==> src/design/assert_macros.svh <==
// assertion macros used by the rasterizer back end
`ifndef ASSERT_MACROS_SVH
`define ASSERT_MACROS_SVH
`ifndef SYNTHESIS
// same-cycle implication, sampled on clk, off during reset
`define MCR_ASSERT_IMPL(label, ante, cons) \
    label: assert property (@(posedge clk) disable iff (!rst_n) (ante) |-> (cons)) \
        else $error("assertion failed");
// next-cycle implication, sampled on clk, off during reset
`define MCR_ASSERT_NEXT(label, ante, cons) \
    label: assert property (@(posedge clk) disable iff (!rst_n) (ante) |=> (cons)) \
        else $error("assertion failed");
`else
`define MCR_ASSERT_IMPL(label, ante, cons)
`define MCR_ASSERT_NEXT(label, ante, cons)
`endif
`endif

==> src/design/mcr_pkg.sv <==
// types, command codes and octant table for the midpoint circle rasterizer
`default_nettype none
package mcr_pkg;

    localparam int CMD_BITS   = 2;
    localparam int THICK_BITS = 8;

    typedef enum logic [CMD_BITS-1:0] {
        CMD_OUTLINE = 2'd0,
        CMD_FILL    = 2'd1,
        CMD_STEP    = 2'd2
    } cmd_t;

    // per-iteration flags carried from front to back
    typedef struct packed {
        logic fill;
        logic ink;
        logic done;
    } step_flags_t;

    // how one result is formed from the walk point
    typedef struct packed {
        logic swap;
        logic neg_x;
        logic neg_y;
    } oct_t;

    function automatic oct_t oct_sel(input logic fill, input logic [2:0] k);
        oct_t o;
        if (fill)
        begin
            o.swap  = k[0];
            o.neg_x = 1'b1;
            o.neg_y = k[1];
        end
        else
        begin
            case (k)
                3'd0:    o = '{swap: 1'b0, neg_x: 1'b0, neg_y: 1'b0};
                3'd1:    o = '{swap: 1'b1, neg_x: 1'b0, neg_y: 1'b0};
                3'd2:    o = '{swap: 1'b1, neg_x: 1'b1, neg_y: 1'b0};
                3'd3:    o = '{swap: 1'b0, neg_x: 1'b1, neg_y: 1'b0};
                3'd4:    o = '{swap: 1'b0, neg_x: 1'b1, neg_y: 1'b1};
                3'd5:    o = '{swap: 1'b1, neg_x: 1'b1, neg_y: 1'b1};
                3'd6:    o = '{swap: 1'b1, neg_x: 1'b0, neg_y: 1'b1};
                default: o = '{swap: 1'b0, neg_x: 1'b0, neg_y: 1'b1};
            endcase
        end
        return o;
    endfunction

endpackage
`default_nettype wire

==> src/design/mcr_front.sv <==
// command decode and midpoint walk, one iteration descriptor per step
`default_nettype none
module mcr_front #(
    parameter int COORD_BITS  = 12,
    parameter int RADIUS_BITS = 10
) (
    input  wire                                clk,
    input  wire                                rst_n,
    input  wire                                in_valid,
    output logic                               in_ready,
    input  wire  [mcr_pkg::CMD_BITS-1:0]       cmd,
    input  wire  [COORD_BITS-1:0]              center_x,
    input  wire  [COORD_BITS-1:0]              center_y,
    input  wire  [RADIUS_BITS-1:0]             radius,
    input  wire  [mcr_pkg::THICK_BITS-1:0]     thickness,
    input  wire                                ink,
    input  wire                                q_full,
    output logic                               push,
    output logic [COORD_BITS-1:0]              push_cx,
    output logic [COORD_BITS-1:0]              push_cy,
    output logic [RADIUS_BITS:0]               push_x,
    output logic [RADIUS_BITS:0]               push_y,
    output mcr_pkg::step_flags_t               push_flags
);
    import mcr_pkg::*;

    localparam int C  = COORD_BITS;
    localparam int R  = RADIUS_BITS;
    localparam int DW = R + 4;
    localparam int EW = DW + 1;
    localparam int IW = ((R > THICK_BITS) ? R : THICK_BITS) + 1;

    logic                    busy_reg, busy_next;
    logic                    fill_reg, fill_next;
    logic                    ink_reg, ink_next;
    logic [C-1:0]            cx_reg, cx_next;
    logic [C-1:0]            cy_reg, cy_next;
    logic [R-1:0]            rad_reg, rad_next;
    logic [THICK_BITS-1:0]   rings_reg, rings_next;
    logic [THICK_BITS-1:0]   idx_reg, idx_next;
    logic signed [R:0]       x_reg, x_next;
    logic signed [R:0]       y_reg, y_next;
    logic signed [DW-1:0]    d_reg, d_next;

    logic                    accept;
    logic                    d_neg;
    logic signed [R:0]       x_step;
    logic signed [R:0]       y_step;
    logic [EW-1:0]           x_ext, y_ext, d_ext, d_inc, d_sum;
    logic                    ring_end;
    logic [IW-1:0]           idx_inc;
    logic                    rings_out;
    logic                    shape_end;
    logic [R-1:0]            next_rad;

    assign in_ready = !q_full;
    assign accept   = in_valid && in_ready;

    // one walk iteration from the current point
    always_comb
    begin
        d_neg   = d_reg[DW-1];
        x_step  = d_neg ? x_reg : x_reg - (R+1)'(1);
        y_step  = y_reg + (R+1)'(1);
        x_ext   = {{(EW-R-1){x_step[R]}}, x_step};
        y_ext   = {{(EW-R-1){y_reg[R]}}, y_reg};
        d_ext   = {d_reg[DW-1], d_reg};
        d_inc   = d_neg ? ((y_ext << 2) + EW'(6)) : (((y_ext - x_ext) << 2) + EW'(10));
        d_sum   = d_ext + d_inc;
        ring_end  = x_step < y_step;
        idx_inc   = IW'(idx_reg) + IW'(1);
        rings_out = (idx_inc >= IW'(rings_reg)) || (idx_inc > IW'(rad_reg));
        shape_end = ring_end && (fill_reg || rings_out);
        next_rad  = rad_reg - idx_inc[R-1:0];
    end

    always_comb
    begin
        busy_next  = busy_reg;
        fill_next  = fill_reg;
        ink_next   = ink_reg;
        cx_next    = cx_reg;
        cy_next    = cy_reg;
        rad_next   = rad_reg;
        rings_next = rings_reg;
        idx_next   = idx_reg;
        x_next     = x_reg;
        y_next     = y_reg;
        d_next     = d_reg;
        push       = 1'b0;
        if (accept)
        begin
            case (cmd)
                CMD_OUTLINE, CMD_FILL:
                begin
                    fill_next  = (cmd == CMD_FILL);
                    ink_next   = ink;
                    cx_next    = center_x;
                    cy_next    = center_y;
                    rad_next   = radius;
                    rings_next = thickness;
                    idx_next   = '0;
                    x_next     = (R+1)'(radius);
                    y_next     = '0;
                    d_next     = DW'(3) - (DW'(radius) << 1);
                    busy_next  = (cmd == CMD_FILL) || (thickness != '0);
                end
                CMD_STEP:
                begin
                    if (busy_reg)
                    begin
                        push   = 1'b1;
                        x_next = x_step;
                        y_next = y_step;
                        d_next = d_sum[DW-1:0];
                        if (shape_end)
                        begin
                            busy_next = 1'b0;
                        end
                        else if (ring_end)
                        begin
                            // next concentric ring, one pixel smaller
                            idx_next = idx_inc[THICK_BITS-1:0];
                            x_next   = (R+1)'(next_rad);
                            y_next   = '0;
                            d_next   = DW'(3) - (DW'(next_rad) << 1);
                        end
                    end
                end
                default:
                begin
                end
            endcase
        end
    end

    assign push_cx          = cx_reg;
    assign push_cy          = cy_reg;
    assign push_x           = x_reg;
    assign push_y           = y_reg;
    assign push_flags.fill  = fill_reg;
    assign push_flags.ink   = ink_reg;
    assign push_flags.done  = shape_end;

    always_ff @(posedge clk or negedge rst_n)
    begin
        if (!rst_n)
        begin
            busy_reg  <= 1'b0;
            fill_reg  <= 1'b0;
            ink_reg   <= 1'b0;
            cx_reg    <= '0;
            cy_reg    <= '0;
            rad_reg   <= '0;
            rings_reg <= '0;
            idx_reg   <= '0;
            x_reg     <= '0;
            y_reg     <= '0;
            d_reg     <= '0;
        end
        else
        begin
            busy_reg  <= busy_next;
            fill_reg  <= fill_next;
            ink_reg   <= ink_next;
            cx_reg    <= cx_next;
            cy_reg    <= cy_next;
            rad_reg   <= rad_next;
            rings_reg <= rings_next;
            idx_reg   <= idx_next;
            x_reg     <= x_next;
            y_reg     <= y_next;
            d_reg     <= d_next;
        end
    end

endmodule
`default_nettype wire

==> src/design/mcr_queue.sv <==
// small fifo of iteration descriptors between front and back
`default_nettype none
module mcr_queue #(
    parameter int WIDTH = 50,
    parameter int DEPTH = 2
) (
    input  wire              clk,
    input  wire              rst_n,
    input  wire              push,
    input  wire  [WIDTH-1:0] push_data,
    input  wire              pop,
    output logic             full,
    output logic             head_valid,
    output logic [WIDTH-1:0] head_data
);
    localparam int PW = (DEPTH > 1) ? $clog2(DEPTH) : 1;
    localparam int CW = $clog2(DEPTH + 1);

    logic [WIDTH-1:0] mem_reg [DEPTH];
    logic [PW-1:0]    wr_reg, wr_next;
    logic [PW-1:0]    rd_reg, rd_next;
    logic [CW-1:0]    cnt_reg, cnt_next;
    logic             do_push, do_pop;

    assign full       = (cnt_reg == CW'(DEPTH));
    assign head_valid = (cnt_reg != '0);
    assign head_data  = mem_reg[rd_reg];
    assign do_push    = push && !full;
    assign do_pop     = pop && head_valid;

    always_comb
    begin
        wr_next  = wr_reg;
        rd_next  = rd_reg;
        cnt_next = cnt_reg;
        if (do_push)
        begin
            wr_next = (wr_reg == PW'(DEPTH - 1)) ? '0 : wr_reg + PW'(1);
        end
        if (do_pop)
        begin
            rd_next = (rd_reg == PW'(DEPTH - 1)) ? '0 : rd_reg + PW'(1);
        end
        if (do_push && !do_pop)
        begin
            cnt_next = cnt_reg + CW'(1);
        end
        else if (do_pop && !do_push)
        begin
            cnt_next = cnt_reg - CW'(1);
        end
    end

    always_ff @(posedge clk)
    begin
        if (do_push)
        begin
            mem_reg[wr_reg] <= push_data;
        end
    end

    always_ff @(posedge clk or negedge rst_n)
    begin
        if (!rst_n)
        begin
            wr_reg  <= '0;
            rd_reg  <= '0;
            cnt_reg <= '0;
        end
        else
        begin
            wr_reg  <= wr_next;
            rd_reg  <= rd_next;
            cnt_reg <= cnt_next;
        end
    end

endmodule
`default_nettype wire

==> src/design/mcr_back.sv <==
// expands one iteration into its pixels or spans, one result per cycle while out_ready is high and a descriptor waits
`default_nettype none
`include "assert_macros.svh"
module mcr_back #(
    parameter int COORD_BITS  = 12,
    parameter int RADIUS_BITS = 10
) (
    input  wire                      clk,
    input  wire                      rst_n,
    input  wire                      head_valid,
    input  wire  [COORD_BITS-1:0]    head_cx,
    input  wire  [COORD_BITS-1:0]    head_cy,
    input  wire  [RADIUS_BITS:0]     head_x,
    input  wire  [RADIUS_BITS:0]     head_y,
    input  wire mcr_pkg::step_flags_t head_flags,
    output logic                     pop,
    output logic                     out_valid,
    input  wire                      out_ready,
    output logic [COORD_BITS:0]      x_start,
    output logic [COORD_BITS:0]      y_start,
    output logic [COORD_BITS:0]      x_end,
    output logic [COORD_BITS:0]      y_end,
    output logic                     pixel_ink,
    output logic                     last_of_step,
    output logic                     shape_done
);
    import mcr_pkg::*;

    localparam int C  = COORD_BITS;
    localparam int R  = RADIUS_BITS;
    localparam int SW = ((C > R + 1) ? C : R + 1) + 1;

    logic [2:0]    k_reg, k_next;
    logic          valid_reg, valid_next;
    logic [C:0]    xs_reg, ys_reg, xe_reg, ye_reg;
    logic          ink_reg, last_reg, done_reg;

    oct_t          sel;
    logic          load;
    logic          is_last;
    logic [R:0]    a_val, b_val;
    logic [SW-1:0] x0_ext, y0_ext, a_ext, b_ext;
    logic [SW-1:0] xs_sum, xe_sum, ys_sum;

    always_comb
    begin
        sel     = oct_sel(head_flags.fill, k_reg);
        is_last = head_flags.fill ? (k_reg == 3'd3) : (k_reg == 3'd7);
        a_val   = sel.swap ? head_y : head_x;
        b_val   = sel.swap ? head_x : head_y;
        x0_ext  = {{(SW-C){head_cx[C-1]}}, head_cx};
        y0_ext  = {{(SW-C){head_cy[C-1]}}, head_cy};
        a_ext   = {{(SW-R-1){a_val[R]}}, a_val};
        b_ext   = {{(SW-R-1){b_val[R]}}, b_val};
        xs_sum  = sel.neg_x ? x0_ext - a_ext : x0_ext + a_ext;
        // a span runs to the mirrored end, a pixel ends where it starts
        xe_sum  = head_flags.fill ? x0_ext + a_ext : xs_sum;
        ys_sum  = sel.neg_y ? y0_ext - b_ext : y0_ext + b_ext;
    end

    assign load = head_valid && (!valid_reg || out_ready);
    assign pop  = load && is_last;

    always_comb
    begin
        k_next     = k_reg;
        valid_next = valid_reg;
        if (valid_reg && out_ready)
        begin
            valid_next = 1'b0;
        end
        if (load)
        begin
            valid_next = 1'b1;
            k_next     = is_last ? 3'd0 : k_reg + 3'd1;
        end
    end

    always_ff @(posedge clk)
    begin
        if (load)
        begin
            xs_reg   <= xs_sum[C:0];
            ys_reg   <= ys_sum[C:0];
            xe_reg   <= xe_sum[C:0];
            ye_reg   <= ys_sum[C:0];
            ink_reg  <= head_flags.ink;
            last_reg <= is_last;
            done_reg <= is_last && head_flags.done;
        end
    end

    always_ff @(posedge clk or negedge rst_n)
    begin
        if (!rst_n)
        begin
            k_reg     <= '0;
            valid_reg <= 1'b0;
        end
        else
        begin
            k_reg     <= k_next;
            valid_reg <= valid_next;
        end
    end

    assign out_valid    = valid_reg;
    assign x_start      = xs_reg;
    assign y_start      = ys_reg;
    assign x_end        = xe_reg;
    assign y_end        = ye_reg;
    assign pixel_ink    = ink_reg;
    assign last_of_step = last_reg;
    assign shape_done   = done_reg;

    `MCR_ASSERT_IMPL(a_done_is_last, valid_reg && done_reg, last_reg)
    `MCR_ASSERT_IMPL(a_fill_four, head_valid && head_flags.fill, k_reg < 3'd4)
    `MCR_ASSERT_NEXT(a_stall_holds_k, valid_reg && !out_ready, k_reg == $past(k_reg))

endmodule
`default_nettype wire

==> src/design/midpoint_circle_rasterizer.sv <==
// a step's descriptor is queued on its transaction, its results registered from the queue head
// throughput: one result per cycle while m_tready is high and a descriptor waits;
// eight results a step outline, four filled; the back end forms one pixel or span per cycle
// a two-entry descriptor queue lets the walk run up to two steps ahead
// reset: asynchronous, active low; clears walk state, queue pointers and output valid, block idle
`default_nettype none
module midpoint_circle_rasterizer #(
    parameter int COORD_BITS  = 12,
    parameter int RADIUS_BITS = 10
) (
    input  wire  clk,
    input  wire  rst_n,
    input  wire  s_tvalid,
    output logic s_tready,
    // center_x, center_y, radius, thickness, ink, zero pad
    input  wire  [((2*COORD_BITS+RADIUS_BITS+mcr_pkg::THICK_BITS+1+7)/8)*8-1:0] s_tdata,
    // cmd
    input  wire  [mcr_pkg::CMD_BITS-1:0] s_tuser,
    output logic m_tvalid,
    input  wire  m_tready,
    // x_start, y_start, x_end, y_end, pixel_ink, zero pad
    output logic [((4*(COORD_BITS+1)+1+7)/8)*8-1:0] m_tdata,
    output logic m_tlast,
    // shape_done
    output logic m_tuser
);
    import mcr_pkg::*;

    localparam int C     = COORD_BITS;
    localparam int R     = RADIUS_BITS;
    localparam int OUT_W = ((4*(C+1)+1+7)/8)*8;
    localparam int PAD_W = OUT_W - 4*(C+1) - 1;
    localparam int QW    = 2*C + 2*(R+1) + $bits(step_flags_t);

    logic                q_full, q_push, q_pop, q_head_valid;
    logic [C-1:0]        push_cx, push_cy;
    logic [R:0]          push_x, push_y;
    step_flags_t         push_flags;
    logic [QW-1:0]       q_head;
    logic [C-1:0]        head_cx, head_cy;
    logic [R:0]          head_x, head_y;
    step_flags_t         head_flags;
    logic [C:0]          xs, ys, xe, ye;
    logic                p_ink;

    mcr_front #(
        .COORD_BITS  (C),
        .RADIUS_BITS (R)
    ) u_front (
        .clk        (clk),
        .rst_n      (rst_n),
        .in_valid   (s_tvalid),
        .in_ready   (s_tready),
        .cmd        (s_tuser),
        .center_x   (s_tdata[C-1:0]),
        .center_y   (s_tdata[2*C-1:C]),
        .radius     (s_tdata[2*C+R-1:2*C]),
        .thickness  (s_tdata[2*C+R+THICK_BITS-1:2*C+R]),
        .ink        (s_tdata[2*C+R+THICK_BITS]),
        .q_full     (q_full),
        .push       (q_push),
        .push_cx    (push_cx),
        .push_cy    (push_cy),
        .push_x     (push_x),
        .push_y     (push_y),
        .push_flags (push_flags)
    );

    mcr_queue #(
        .WIDTH (QW),
        .DEPTH (2)
    ) u_queue (
        .clk        (clk),
        .rst_n      (rst_n),
        .push       (q_push),
        .push_data  ({push_flags, push_y, push_x, push_cy, push_cx}),
        .pop        (q_pop),
        .full       (q_full),
        .head_valid (q_head_valid),
        .head_data  (q_head)
    );

    assign {head_flags, head_y, head_x, head_cy, head_cx} = q_head;

    mcr_back #(
        .COORD_BITS  (C),
        .RADIUS_BITS (R)
    ) u_back (
        .clk          (clk),
        .rst_n        (rst_n),
        .head_valid   (q_head_valid),
        .head_cx      (head_cx),
        .head_cy      (head_cy),
        .head_x       (head_x),
        .head_y       (head_y),
        .head_flags   (head_flags),
        .pop          (q_pop),
        .out_valid    (m_tvalid),
        .out_ready    (m_tready),
        .x_start      (xs),
        .y_start      (ys),
        .x_end        (xe),
        .y_end        (ye),
        .pixel_ink    (p_ink),
        .last_of_step (m_tlast),
        .shape_done   (m_tuser)
    );

    assign m_tdata = {{PAD_W{1'b0}}, p_ink, ye, xe, ys, xs};

endmodule
`default_nettype wire

==> config.mk <==
export PLATFORM = sky130hd
export DESIGN_NAME = midpoint_circle_rasterizer
export DESIGN_NICKNAME = d
export VERILOG_FILES = /design/src/design/mcr_pkg.sv /design/src/design/mcr_front.sv /design/src/design/mcr_queue.sv /design/src/design/mcr_back.sv /design/src/design/midpoint_circle_rasterizer.sv
export VERILOG_INCLUDE_DIRS = /design/src /design/src/design
export SDC_FILE = /design/constraint.sdc
export NUM_CORES = 1
export LEC_CHECK = 0
export ABC_AREA = 0
export ABC_CLOCK_PERIOD_IN_PS = 6820
export BUFFER_PORTS_ARGS = -buffer_cell sky130_fd_sc_hd__buf_4
export CORE_MARGIN = 4
export CORE_UTILIZATION = 40
export CTS_CLUSTER_DIAMETER = 150
export DETAILED_ROUTE_END_ITERATION = 10
export GPL_ROUTABILITY_DRIVEN = 0
export GPL_TIMING_DRIVEN = 0
export PLACE_DENSITY = 0.59
export SYNTH_ARGS = -nofsm -noshare
export SYNTH_HDL_FRONTEND = slang
export SYNTH_SLANG_ARGS = --single-unit
export TNS_END_PERCENT = 5
==> constraint.sdc <==
create_clock -name clk -period 6.82 [get_ports clk]
set_input_delay 1.364 -clock clk [delete_from_list [all_inputs] [get_ports clk]]
set_output_delay 1.364 -clock clk [all_outputs]
set_load 0.05 [all_outputs]
# Yosys cells after proc, flatten, opt, wreduce, memory -nomap -nowiden
# Memory sizes are Yosys's and may differ from the RTL's.
# Index checks and enable logic that the tools add are counted.
[op_classes]
add_sub_neg = 19
n_lt_le_gt_ge = 3
eq_ne = 13
n_mux = 41
n_reduce_logical = 30
[ops]
columns = ["operator", "count"]
rows = [
  ["11-bit two-way mux", 9],
  ["14-bit two-way mux", 4],
  ["11-bit one-hot mux with 2 select lines", 2],
  ["13-bit two-way mux", 3],
  ["14-bit one-hot mux with 2 select lines", 1],
  ["12-bit by 11-bit adder with 13-bit output", 2],
  ["12-bit by 11-bit subtractor with 13-bit output", 2],
  ["8-bit two-way mux", 3],
  ["2-bit by 11-bit subtractor with 12-bit output (first input constant)", 2],
  ["3-bit one-hot mux with 7 select lines", 1],
  ["8-bit one-hot mux with 2 select lines", 1],
  ["13-bit by 4-bit adder with 14-bit output (second input constant)", 1],
  ["14-bit adder", 1],
  ["14-bit by 4-bit adder with 14-bit output (second input constant)", 1],
  ["3-bit == test (second input constant)", 4],
  ["1-bit two-way mux", 12],
  ["11-bit by 11-bit subtractor with 12-bit output", 1],
  ["11-bit by 2-bit adder with 11-bit output (second input constant)", 1],
  ["11-bit by 8-bit >= comparator with 1-bit output", 1],
  ["11-bit by 10-bit greater-than comparator with 1-bit output", 1],
  ["11-bit less-than comparator", 1],
  ["11-bit by 2-bit subtractor with 11-bit output (second input constant)", 1],
  ["1-bit logical AND", 10],
  ["10-bit subtractor", 1],
  ["24 further kinds", 40],
]
[totals]
regBits = 139
ramBits = 98
out_inout_bits = 60
word_cells = 129
mem_count = 1
[mem_list]
columns = ["name", "words", "width", "rd", "rd_ports_with_merged_regs", "write_ports", "line_no", "rtl"]
rows = [
  ["u_queue.mem_reg", 2, 49, 1, 0, 1, "mcr_queue.sv:19", "logic [WIDTH-1:0] mem_reg [DEPTH];"],
]

# Longest topological paths before layout
# Gate-level depths: netlist of run 1.
[depth]
word_depth = 10
mapped_depth = 25
depth_no_buf = 25

# Modules after synthesis
# From an unflattened synthesis of run 1, not the netlist that was laid out.
[hier_totals]
hier_cells = 1366
area_unflattened_um2 = 14968.1
[modules_own_cells]
columns = ["mod", "n_inst", "cells_each", "area_per_inst_um2", "seq_area_each_um2"]
rows = [
  ["mcr_front", 1, 780, 6959.2, 2202.1],
  ["mcr_queue", 1, 172, 3990.1, 3042.9],
  ["mcr_back", 1, 409, 3985.1, 1331.3],
  ["midpoint_circle_rasterizer", 1, 5, 33.8, 0.0],
]

# Least setup slack after synthesis of run 1
# OpenSTA, ideal clock, no wires.
[synth_path]
path_kind = "register to register"
startpoint = "register u_front.x_reg[0] (netlist: u_front.push_x[0])"
endpoint = "register u_front.d_reg[13]"
setup_time_ns = 0.078
arrival_time_ns = 4.665
required_time_ns = 6.742
setup_slack_ns = 2.077
path_stages_with_launch = 23
period_less_slack_ns = 4.743
cell_sequence = "dfrtp_1 inv_1 ha_1 or4b_4 xnor2_1 inv_1 ha_1 o21ai_0 o221a_2 maj3_1 a21oi_1 xnor2_1 nand3_1 a211oi_2 xor2_1 nor2_1 a21oi_1 ha_1 o41ai_1 xor2_1 a21oi_1 o22ai_1 a21oi_1"
[synth_via]
elab_chain_len = 10
elab_cells_between_ends = 12
classes_between = "4 x add/sub; 1 x order compare; 6 x mux; 1 x reduce/logical"
[synth_lines]
columns = ["item", "line_no", "rtl"]
rows = [
  ["start, declared", "mcr_front.sv:41", "logic signed [R:0] x_reg, x_next;"],
  ["start signal, assigned", "mcr_front.sv:171", "x_reg <= x_next;"],
  ["11-bit by 2-bit subtractor with 11-bit output", "mcr_front.sv:63", "x_step = d_neg ? x_reg : x_reg - (R+1)'(1);"],
  ["11-bit two-way mux (*)", "mcr_front.sv:63", ""],
  ["11-bit by 11-bit subtractor with 12-bit output", "mcr_front.sv:68", "d_inc = d_neg ? ((y_ext << 2) + EW'(6)) : (((y_ext - x_ext) << 2) + EW'(10));"],
  ["14-bit by 4-bit adder with 14-bit output", "mcr_front.sv:68", ""],
  ["14-bit two-way mux", "mcr_front.sv:68", ""],
  ["14-bit adder", "mcr_front.sv:69", "d_sum = d_ext + d_inc;"],
  ["14-bit two-way mux", "mcr_front.sv:120", "else if (ring_end)"],
  ["14-bit two-way mux (*)", "mcr_front.sv:116", "if (shape_end)"],
  ["14-bit two-way mux (*)", "mcr_front.sv:110", "if (busy_reg)"],
  ["14-bit one-hot mux with 2 select lines (*)", "mcr_front.sv:93", "case (cmd)"],
  ["end signal, assigned", "mcr_front.sv:173", "d_reg <= d_next;"],
  ["end, declared", "mcr_front.sv:43", "logic signed [DW-1:0] d_reg, d_next;"],
]
# Mark *: on every way between the ends. The rest lies on a longest branch, timed or not. The select of a mux whose other input is x is not followed.
# A chain may end at the register's enable or synchronous reset.

# Worst setup path in the final report of run 1
# Same ends and word-level chain as after synthesis.

==> impl_metrics.tcl, run 1 <==
set metrics [dict create \
    clock-sinks 235 \
    io_buffers 105 \
    fin_tns_setup_ps 0 \
    slew_violations 0 \
    hold_viol 0 \
    routed_wl_um 35300 \
    htree_num_levels 1 \
    core_area_um2 35500 \
    crit_path_start "u_front.push_x[0]$_DFFE_PN0P_" \
    ant_nets 0 \
    status "finished, final reports clean" \
    dr.pass1.iters 5 \
    rr_endpoint "u_front.d_reg[13]$_DFFE_PN0P_" \
    synthArstFlopShare 0.409 \
    synth_commonest_cells "edfxtp_1 (139), nand2_1 (104), ha_1 (99)" \
    area_growth_pct 17.2 \
    worstSetupPathType "reg -> reg" \
    initial_core_util 0.404 \
    grt_pass1_wl_um 56000 \
    synth-xor-area-share 0.0767 \
    die_h_um 197 \
    std_cell_rows 69 \
    diodes 0 \
    clkSlewWorstSetupHoldPaths_ps 60 \
    ff_latch_area_um2 6580 \
    cp_max_fo 6 \
    post_cts_buffers 0 \
    yosysSeqAreaShare 0.458 \
    largest_reg_flops 98 \
    synth_top_cell_area_share 0.291 \
    grt-ovfl-total 0 \
    synth-main-ff-cell "edfxtp_1" \
    synth-simple-area-share 0.101 \
    die_w_um 197 \
    yosys.area_share.adder 0.0954 \
    root_buffer "clkbuf_16" \
    fill_cells 3308 \
    synth_edf_count 139 \
    syn_inst 1319 \
    yosys_warnings 0 \
    fin_crit_ps 5660 \
    cts_buffer_depth 3 \
    endpoint "u_front.d_reg[13]$_DFFE_PN0P_" \
    hold_class "reg -> reg" \
    rsz0062_at_grt "no" \
    fin_ws_ps 1160 \
    vias 10198 \
    clkLatencyLatePin_ps 570 \
    wl_per_cell_um 18.1 \
    drc 0 \
    crit_path_end_kind "flip-flop" \
    yosys-top-cells-area "edfxtp_1 (29%), dfrtp_1 (17%), ha_1 (8.6%), xnor2_1 (4.8%), mux2_2 (4.4%)" \
    min_period_over_period 0.830 \
    die_area_um2 39000 \
    grt_pass1_vias 10318 \
    mappedNetlistArea_um2 14300 \
    final_nets 1620 \
    max_freq_mhz 177 \
    synth_top_family_by_area "compound AO/OA/AOI/OAI gates" \
    r2r_cells 24 \
    synth-compound-area-share 0.126 \
    start_kind "flip-flop" \
    ys_ff_latch 235 \
    cp.arrival_ps 6150 \
    rr_startpoint "u_front.push_x[0]$_DFFE_PN0P_" \
    antenna_found_initial 0 \
    cts_made_buffers 29 \
    maxCapViolations 0 \
    synth_cell_type_count 74 \
    ctsResizeCount 0 \
    setup_violations 0 \
    multi_input_area_um2 7110 \
    hpwl_um 26600 \
    cts_tree "built" \
    slew_headroom 0.350 \
    grt_use_total 0.180 \
    r2r_slack_ps 1160 \
    post-place-ws_ps 1200 \
    crit_required_ps 7310 \
    io_pins 114 \
    tightest_slew_ps 975 \
    layout-drive-gt1-share 0.194 \
    drtIter0Drc 522 \
    whs_ps 464 \
    vias_per_cell 5.24 \
    grt_max_degree 74 \
    syn_area_per_cell_um2 10.9 \
    fin_worst_skew_ps 16.0 \
    cts_hold_buf 0 \
    yosys.area.top_type "edfxtp_1" \
    yosysMostFrequentCell "edfxtp_1" \
    synthMuxAreaShare 0.0945 \
]
worst min-delay path by stage:
stage	slack (ps)	from	to	cells past startpoint
after global placement	440	u_front.push_cx[11]$_DFFE_PN0P_	u_queue.mem_reg[0][11]$_DFFE_PP_	0
after CTS	460	u_front.push_cx[11]$_DFFE_PN0P_	u_queue.mem_reg[1][11]$_DFFE_PP_	0
after floorplan	440	u_front.push_cx[0]$_DFFE_PN0P_	u_queue.mem_reg[0][0]$_DFFE_PP_	0
after global routing	480	u_front.push_cx[11]$_DFFE_PN0P_	u_queue.mem_reg[1][11]$_DFFE_PP_	0
final	460	u_front.push_cx[11]$_DFFE_PN0P_	u_queue.mem_reg[1][11]$_DFFE_PP_	0
after detailed placement	450	u_front.push_cx[11]$_DFFE_PN0P_	u_queue.mem_reg[0][11]$_DFFE_PP_	0
final cells by class:
type,count,share of cell area
plain buffers,67,0.0208
clock buffers,33,0.0441
clock inverters,21,0.0144
inverters,87,0.0194
multi-input cells,932,0.423
flip-flops and latches,235,0.391
well taps,461,0.0343
repair buffers,109,0.0528
metrics by stage:
step / util / area (um2) / cells
finish: 0.474 / 16800 / 1945
global route: 0.474 / 16800 / 1945
CTS: 0.474 / 16800 / 1945
detailed placement: 0.446 / 15800 / 1891
global placement: 0.443 / 15700 / 1887
floorplan: - / 14400 / 1321
placed cells by master (no fill, tap or decap), types with 44 or more instances in the layout:
cell	count
a21oi_1	76
buf_4	124
dfrtp_1	96
edfxtp_1	139
ha_1	99
inv_1	87
mux2_2	56
nand2_1	104
nor2_1	85
o21ai_0	83
xnor2_1	78
xor2_1	44
layer usage:
layer | up-vias | GRT usage | routed length, um
met5 | - | 0 | 0
met4 | 0 | 0.0526 | 1060
met3 | 67 | 0.0249 | 1550
met2 | 228 | 0.309 | 17200
met1 | 4913 | 0.238 | 15500
li1 | 4990 | - | -
worst max-delay path: stages (launching register included):
cell,delay (ps)
dfrtp_1,470
inv_1,120
ha_1,170
or4b_4,510
xnor2_1,330
inv_1,80
ha_1,370
nor2b_1,180
nand3_1,90
o2111ai_1,190
o31ai_2,280
a2bb2oi_1,190
o21ai_0,120
xor2_1,160
o21ai_0,230
xnor2_1,200
ha_1,320
a21oi_1,210
nor2b_1,70
o21a_1,190
o41ai_1,550
xor2_1,140
a21oi_1,160
o22ai_1,90
a21oi_1,160
cell families after synthesis:
kind of cell,after synthesis
flip-flops,235
XOR/XNOR,124
buffers and inverters,154
AO/OA/AOI/OAI,291
other,1
adder cells (fa/ha/maj),106
multiplexers,101
AND/OR/NAND/NOR,307
Power of run 1 is not shown: default switching activity piles up to over one toggle a cycle in this logic, so the estimate is an artifact.
==> run 2, diff against run 1 <==
--- a/config.mk
+++ b/config.mk
@@ -7,7 +7,7 @@
 export NUM_CORES = 1
 export LEC_CHECK = 0
 export ABC_AREA = 0
-export ABC_CLOCK_PERIOD_IN_PS = 6820
+export ABC_CLOCK_PERIOD_IN_PS = 5800
 export BUFFER_PORTS_ARGS = -buffer_cell sky130_fd_sc_hd__buf_4
 export CORE_MARGIN = 4
 export CORE_UTILIZATION = 40
==> constraint.sdc (replaced) <==
create_clock -name clk -period 5.8 [get_ports clk]
set_input_delay 1.16 -clock clk [delete_from_list [all_inputs] [get_ports clk]]
set_output_delay 1.16 -clock clk [all_outputs]
set_load 0.05 [all_outputs]
==> run 2 against run 1 <==
Die area unchanged. Clock skew up 2.5 ps. Design area up 0.15%. First-iteration DRC count shrank 1.9%. Count of clock-buffer cells in the layout did not move. Non-clock buffer count stayed put. Register-to-register slack worse by 760 ps. Wire length about the same. Via count is 0.63% lower. Hold slack got worse by 1.8 ps. Flip-flop and latch count stayed put.
==> impl_metrics.tcl, run 2 (synthesized netlist as in run 1, its figures left out) <==
set metrics [dict create \
    ctsResizeCount 0 \
    grt_max_degree 74 \
    final_nets 1620 \
    drtIter0Drc 512 \
    slew_headroom 0.360 \
    cp.arrival_ps 5700 \
    crit_path_start "u_queue.rd_reg$_DFFE_PN0P_" \
    die_h_um 197 \
    slew_violations 0 \
    grt_use_total 0.180 \
    r2r_cells 19 \
    initial_core_util 0.404 \
    fill_cells 3306 \
    antenna_found_initial 0 \
    multi_input_area_um2 7130 \
    cts_made_buffers 29 \
    routed_wl_um 35200 \
    cts_tree "built" \
    vias_per_cell 5.21 \
    vias 10134 \
    cp_max_fo 10 \
    cts_buffer_depth 3 \
    hold_class "in -> async" \
    clkLatencyLatePin_ps 570 \
    cts_hold_buf 0 \
    setup_violations 0 \
    std_cell_rows 69 \
    start_kind "flip-flop" \
    wl_per_cell_um 18.1 \
    crit_required_ps 6100 \
    htree_num_levels 1 \
    fin_worst_skew_ps 18.4 \
    r2r_slack_ps 400 \
    drc 0 \
    max_freq_mhz 185 \
    layout-drive-gt1-share 0.197 \
    ff_latch_area_um2 6580 \
    area_growth_pct 17.3 \
    crit_path_end_kind "flip-flop" \
    dr.pass1.iters 5 \
    final_cell_mix "edfxtp_1 (139), buf_4 (124), nand2_1 (104)" \
    rr_startpoint "u_queue.rd_reg$_DFFE_PN0P_" \
    worstSetupPathType "reg -> reg" \
    die_area_um2 39000 \
    io_buffers 105 \
    maxCapViolations 0 \
    clock-sinks 235 \
    clkSlewWorstSetupHoldPaths_ps 60 \
    min_period_over_period 0.931 \
    die_w_um 197 \
    grt_pass1_wl_um 56000 \
    status "finished, final reports clean" \
    grt-ovfl-total 0 \
    root_buffer "clkbuf_16" \
    core_area_um2 35500 \
    tightest_slew_ps 960 \
    hpwl_um 26600 \
    fin_crit_ps 5400 \
    post-place-ws_ps 183 \
    rr_endpoint "u_back.x_start[11]$_DFFE_PP_" \
    grt_pass1_vias 10318 \
    ant_nets 0 \
    hold_viol 0 \
    io_pins 114 \
    fin_ws_ps 399 \
    post_cts_buffers 0 \
    rsz0062_at_grt "yes" \
    layout_commonest_cell "edfxtp_1" \
    endpoint "u_back.x_start[11]$_DFFE_PP_" \
    diodes 0 \
    largest_reg_flops 98 \
]
-- run 2: final cells by class --
class	instances	share of cell area
clock inverters	21	0.0143
inverters	87	0.0194
clock buffers	33	0.0440
repair buffers	109	0.0527
well taps	461	0.0343
plain buffers	67	0.0214
multi-input cells	932	0.423
flip-flops and latches	235	0.391
-- run 2: stage by stage --
step / setup TNS (ps) / cell area (um2) / hold WS, ps / instances / utilization
detailed placement: 0 / 15800 / 451 / 1891 / 0.446
CTS: 0 / 16800 / 454 / 1945 / 0.474
finish: 0 / 16800 / 462 / 1945 / 0.474
global placement: -24390 / 15700 / 445 / 1887 / 0.443
global route: -34.2 / 16800 / 477 / 1945 / 0.474
floorplan: 0 / 14400 / 438 / 1321 / -
-- run 2: routing by layer --
metal | up-vias | wire [um] | share of wire | GRT usage
li1 | 4987 | - | - | -
met1 | 4857 | 15400 | 0.44 | 0.238
met2 | 230 | 17200 | 0.49 | 0.309
met3 | 60 | 1660 | 0.047 | 0.0249
met4 | 0 | 1030 | 0.029 | 0.0526
met5 | - | 0 | 0 | 0
-- run 2: worst min-delay path by stage --
stage | startpoint | endpoint | slack, ps | cells after the start
floorplan | u_front.push_cx[0]$_DFFE_PN0P_ | u_queue.mem_reg[0][0]$_DFFE_PP_ | 440 | 0
global placement | u_front.push_cx[11]$_DFFE_PN0P_ | u_queue.mem_reg[0][11]$_DFFE_PP_ | 440 | 0
detailed placement | u_front.push_cx[11]$_DFFE_PN0P_ | u_queue.mem_reg[0][11]$_DFFE_PP_ | 450 | 0
CTS | rst_n | u_front.push_y[1]$_DFFE_PN0P_ | 450 | 1
global route | rst_n | u_front.push_y[1]$_DFFE_PN0P_ | 480 | 1
finish | rst_n | u_front.push_y[1]$_DFFE_PN0P_ | 460 | 1
-- run 2: critical path, stage by stage, from the launching register on --
cell,delay (ps)
dfrtp_1,310
buf_2,190
mux2i_1,570
nand2_1,90
o21ai_0,250
clkbuf_1,510
clkbuf_2,390
mux4_2,440
ha_1,340
a21o_1,190
a21oi_1,270
o21bai_1,100
a21oi_1,300
o21bai_1,130
a211oi_1,300
o21ba_2,220
o21bai_1,80
a21oi_1,190
mux2i_1,110
xor2_1,170
Power of run 2 is left out for the same reason.
==> run 3, diff against run 2 <==
--- a/config.mk
+++ b/config.mk
@@ -8,14 +8,14 @@
 export LEC_CHECK = 0
 export ABC_AREA = 0
 export ABC_CLOCK_PERIOD_IN_PS = 5800
-export BUFFER_PORTS_ARGS = -buffer_cell sky130_fd_sc_hd__buf_4
 export CORE_MARGIN = 4
 export CORE_UTILIZATION = 40
 export CTS_CLUSTER_DIAMETER = 150
 export DETAILED_ROUTE_END_ITERATION = 10
+export DONT_BUFFER_PORTS = 1
 export GPL_ROUTABILITY_DRIVEN = 0
 export GPL_TIMING_DRIVEN = 0
-export PLACE_DENSITY = 0.59
+export PLACE_DENSITY = 0.56
 export SYNTH_ARGS = -nofsm -noshare
 export SYNTH_HDL_FRONTEND = slang
 export SYNTH_SLANG_ARGS = --single-unit
==> run 3 against run 2 <==
Non-clock buffer count decreased by 106. Via count decreased by 3.4%. Critical path depth increased by 5. Count of clock-buffer cells in the layout increased by 6. Hold slack got worse by 160 ps. First-iteration DRC count increased by 22%. Highest routed layer unchanged.
==> impl_metrics.tcl, run 3 (synthesized netlist as in run 1, its figures left out) <==
set metrics [dict create \
    cp_max_fo 6 \
    tightest_slew_ps 880 \
    io_pins 114 \
    die_area_um2 39000 \
    path_cells "inv_1 > ha_1 > or4b_4 > xnor2_2 > inv_1 > ha_1 > o21ai_0 > o221a_2 > maj3_1 > a21oi_1 > xnor2_1 > nand3_1 > a211oi_2 > xor2_1 > nor2_1 > a21oi_1 > ha_2 > nor3_1 > nor2_1 > o41ai_4 > xor2_1 > a21oi_1 > o22ai_1 > a21oi_1" \
    wl_per_cell_um 18.8 \
    cp.arrival_ps 5950 \
    clock-sinks 235 \
    crit_required_ps 6280 \
    dr.pass1.iters 5 \
    htree_num_levels 1 \
    start_kind "flip-flop" \
    r2r_slack_ps 330 \
    fin_worst_skew_ps 12.3 \
    drc 0 \
    layout_commonest_cell "edfxtp_1" \
    cp_top_family "compound AO/OA/AOI/OAI gates" \
    clkLatencyLatePin_ps 560 \
    antenna_found_initial 0 \
    worstSetupPathType "reg -> reg" \
    grt_use_total 0.174 \
    cts_tree "built" \
    grt-ovfl-total 0 \
    hold_viol 0 \
    grt_pass1_vias 9702 \
    root_buffer "clkbuf_16" \
    largest_reg_flops 98 \
    core_area_um2 35500 \
    die_h_um 197 \
    r2r_cells 24 \
    critPathMostFrequentCell "a21oi_1" \
    grt_pass1_wl_um 53800 \
    maxCapViolations 0 \
    rsz0062_at_grt "yes" \
    area_growth_pct 10.7 \
    crit_path_end_kind "flip-flop" \
    clkSlewWorstSetupHoldPaths_ps 60 \
    max_freq_mhz 183 \
    hold_class "in -> async" \
    status "finished, final reports clean" \
    fin_area_um2 15900 \
    vias_per_cell 5.34 \
    final_cell_mix "edfxtp_1 (139), nand2_1 (104), ha_1 (98)" \
    rr_endpoint "u_front.d_reg[13]$_DFFE_PN0P_" \
    final_util 0.448 \
    cts_buffer_depth 3 \
    ant_nets 0 \
    io_buffers 0 \
    cts_made_buffers 27 \
    fin_crit_ps 5470 \
    slew_headroom 0.413 \
    whs_ps 304 \
    place_area_um2 15000 \
    cpPeakStageDelay_ps 520 \
    fin_tns_setup_ps 0 \
    vias 9793 \
    cts_hold_buf 0 \
    layout-drive-gt1-share 0.132 \
    routed_wl_um 34400 \
    crit_path_top_delay_cell "or4b_4" \
    diodes 0 \
    slew_violations 0 \
    die_w_um 197 \
    grt_max_degree 97 \
    initial_core_util 0.404 \
    min_period_over_period 0.943 \
    drtIter0Drc 625 \
    final_nets 1512 \
    setup_violations 0 \
    std_cell_rows 69 \
    hpwl_um 25500 \
    rr_startpoint "u_front.push_x[1]$_DFFE_PN0P_" \
    critPathBufInv 2 \
]
[run 3: changes by cell type in the layout (fill, tap and decap cells not counted), moves of 4 or more]
cell and change:
buf_4 -104, clkbuf_1 +5, bufinv_16 -4, clkbuf_8 +4
clkinvlp_4 -4
[run 3: area by class of cell]
cell class                 instances  area [um2]
inverter                          87         327
buffer                            67         359
clock buffer                      39         761
clock inverter                    11        80.1
multi-input combinational        932        7140
fill                            3291       19600
timing repair buffer               3        60.1
tap                              461         577
sequential                       235        6580
[run 3: what timing repair did]
| item | 4_1_cts | 5_1_grt |
|---|---|---|
| gates resized for setup | 0 | 8 |
| buffers inserted | 0 | 0 |
| endpoints found under the setup margin | 0 | 10 |
[run 3: worst register-to-register path: stages (launching register included)]
cell and delay, ps:
dfrtp_1 450, inv_1 140, ha_1 180, or4b_4 520, xnor2_2 220, inv_1 70
ha_1 380, o21ai_0 170, o221a_2 320, maj3_1 360, a21oi_1 290, xnor2_1 230
nand3_1 200, a211oi_2 260, xor2_1 170, nor2_1 50, a21oi_1 180, ha_2 260
nor3_1 60, nor2_1 180, o41ai_4 130, xor2_1 180, a21oi_1 160, o22ai_1 90
a21oi_1 150
[run 3: metrics by stage]
step,setup WS [ps],instances
after global placement,-331,1782
final,328,1835
after CTS,13.9,1835
after global routing,-129,1835
after floorplan,1060,1321
after detailed placement,49.2,1785
[run 3: worst max-delay path by stage]
stage,startpoint,end,slack [ps],depth (start not counted)
CTS,u_front.push_x[1]$_DFFE_PN0P_,u_front.d_reg[13]$_DFFE_PN0P_,10,24
global placement,s_tuser[1],u_queue.mem_reg[0][10]$_DFFE_PP_,-330,4
detailed placement,u_front.push_x[1]$_DFFE_PN0P_,u_front.d_reg[13]$_DFFE_PN0P_,50,24
floorplan,u_front.push_x[0]$_DFFE_PN0P_,u_front.d_reg[13]$_DFFE_PN0P_,1060,22
global route,u_front.push_x[1]$_DFFE_PN0P_,u_front.d_reg[13]$_DFFE_PN0P_,-130,24
finish,u_front.push_x[1]$_DFFE_PN0P_,u_front.d_reg[13]$_DFFE_PN0P_,330,24
[run 3: routing by layer]
metal | global-route usage | up-vias | routed length, um | part of all wire
li1 | - | 4789 | - | -
met1 | 0.237 | 4722 | 15500 | 0.45
met2 | 0.297 | 233 | 16500 | 0.48
met3 | 0.0206 | 49 | 1510 | 0.044
met4 | 0.0467 | 0 | 843 | 0.024
met5 | 0 | - | 0 | 0
Power of run 3 is left out for the same reason.
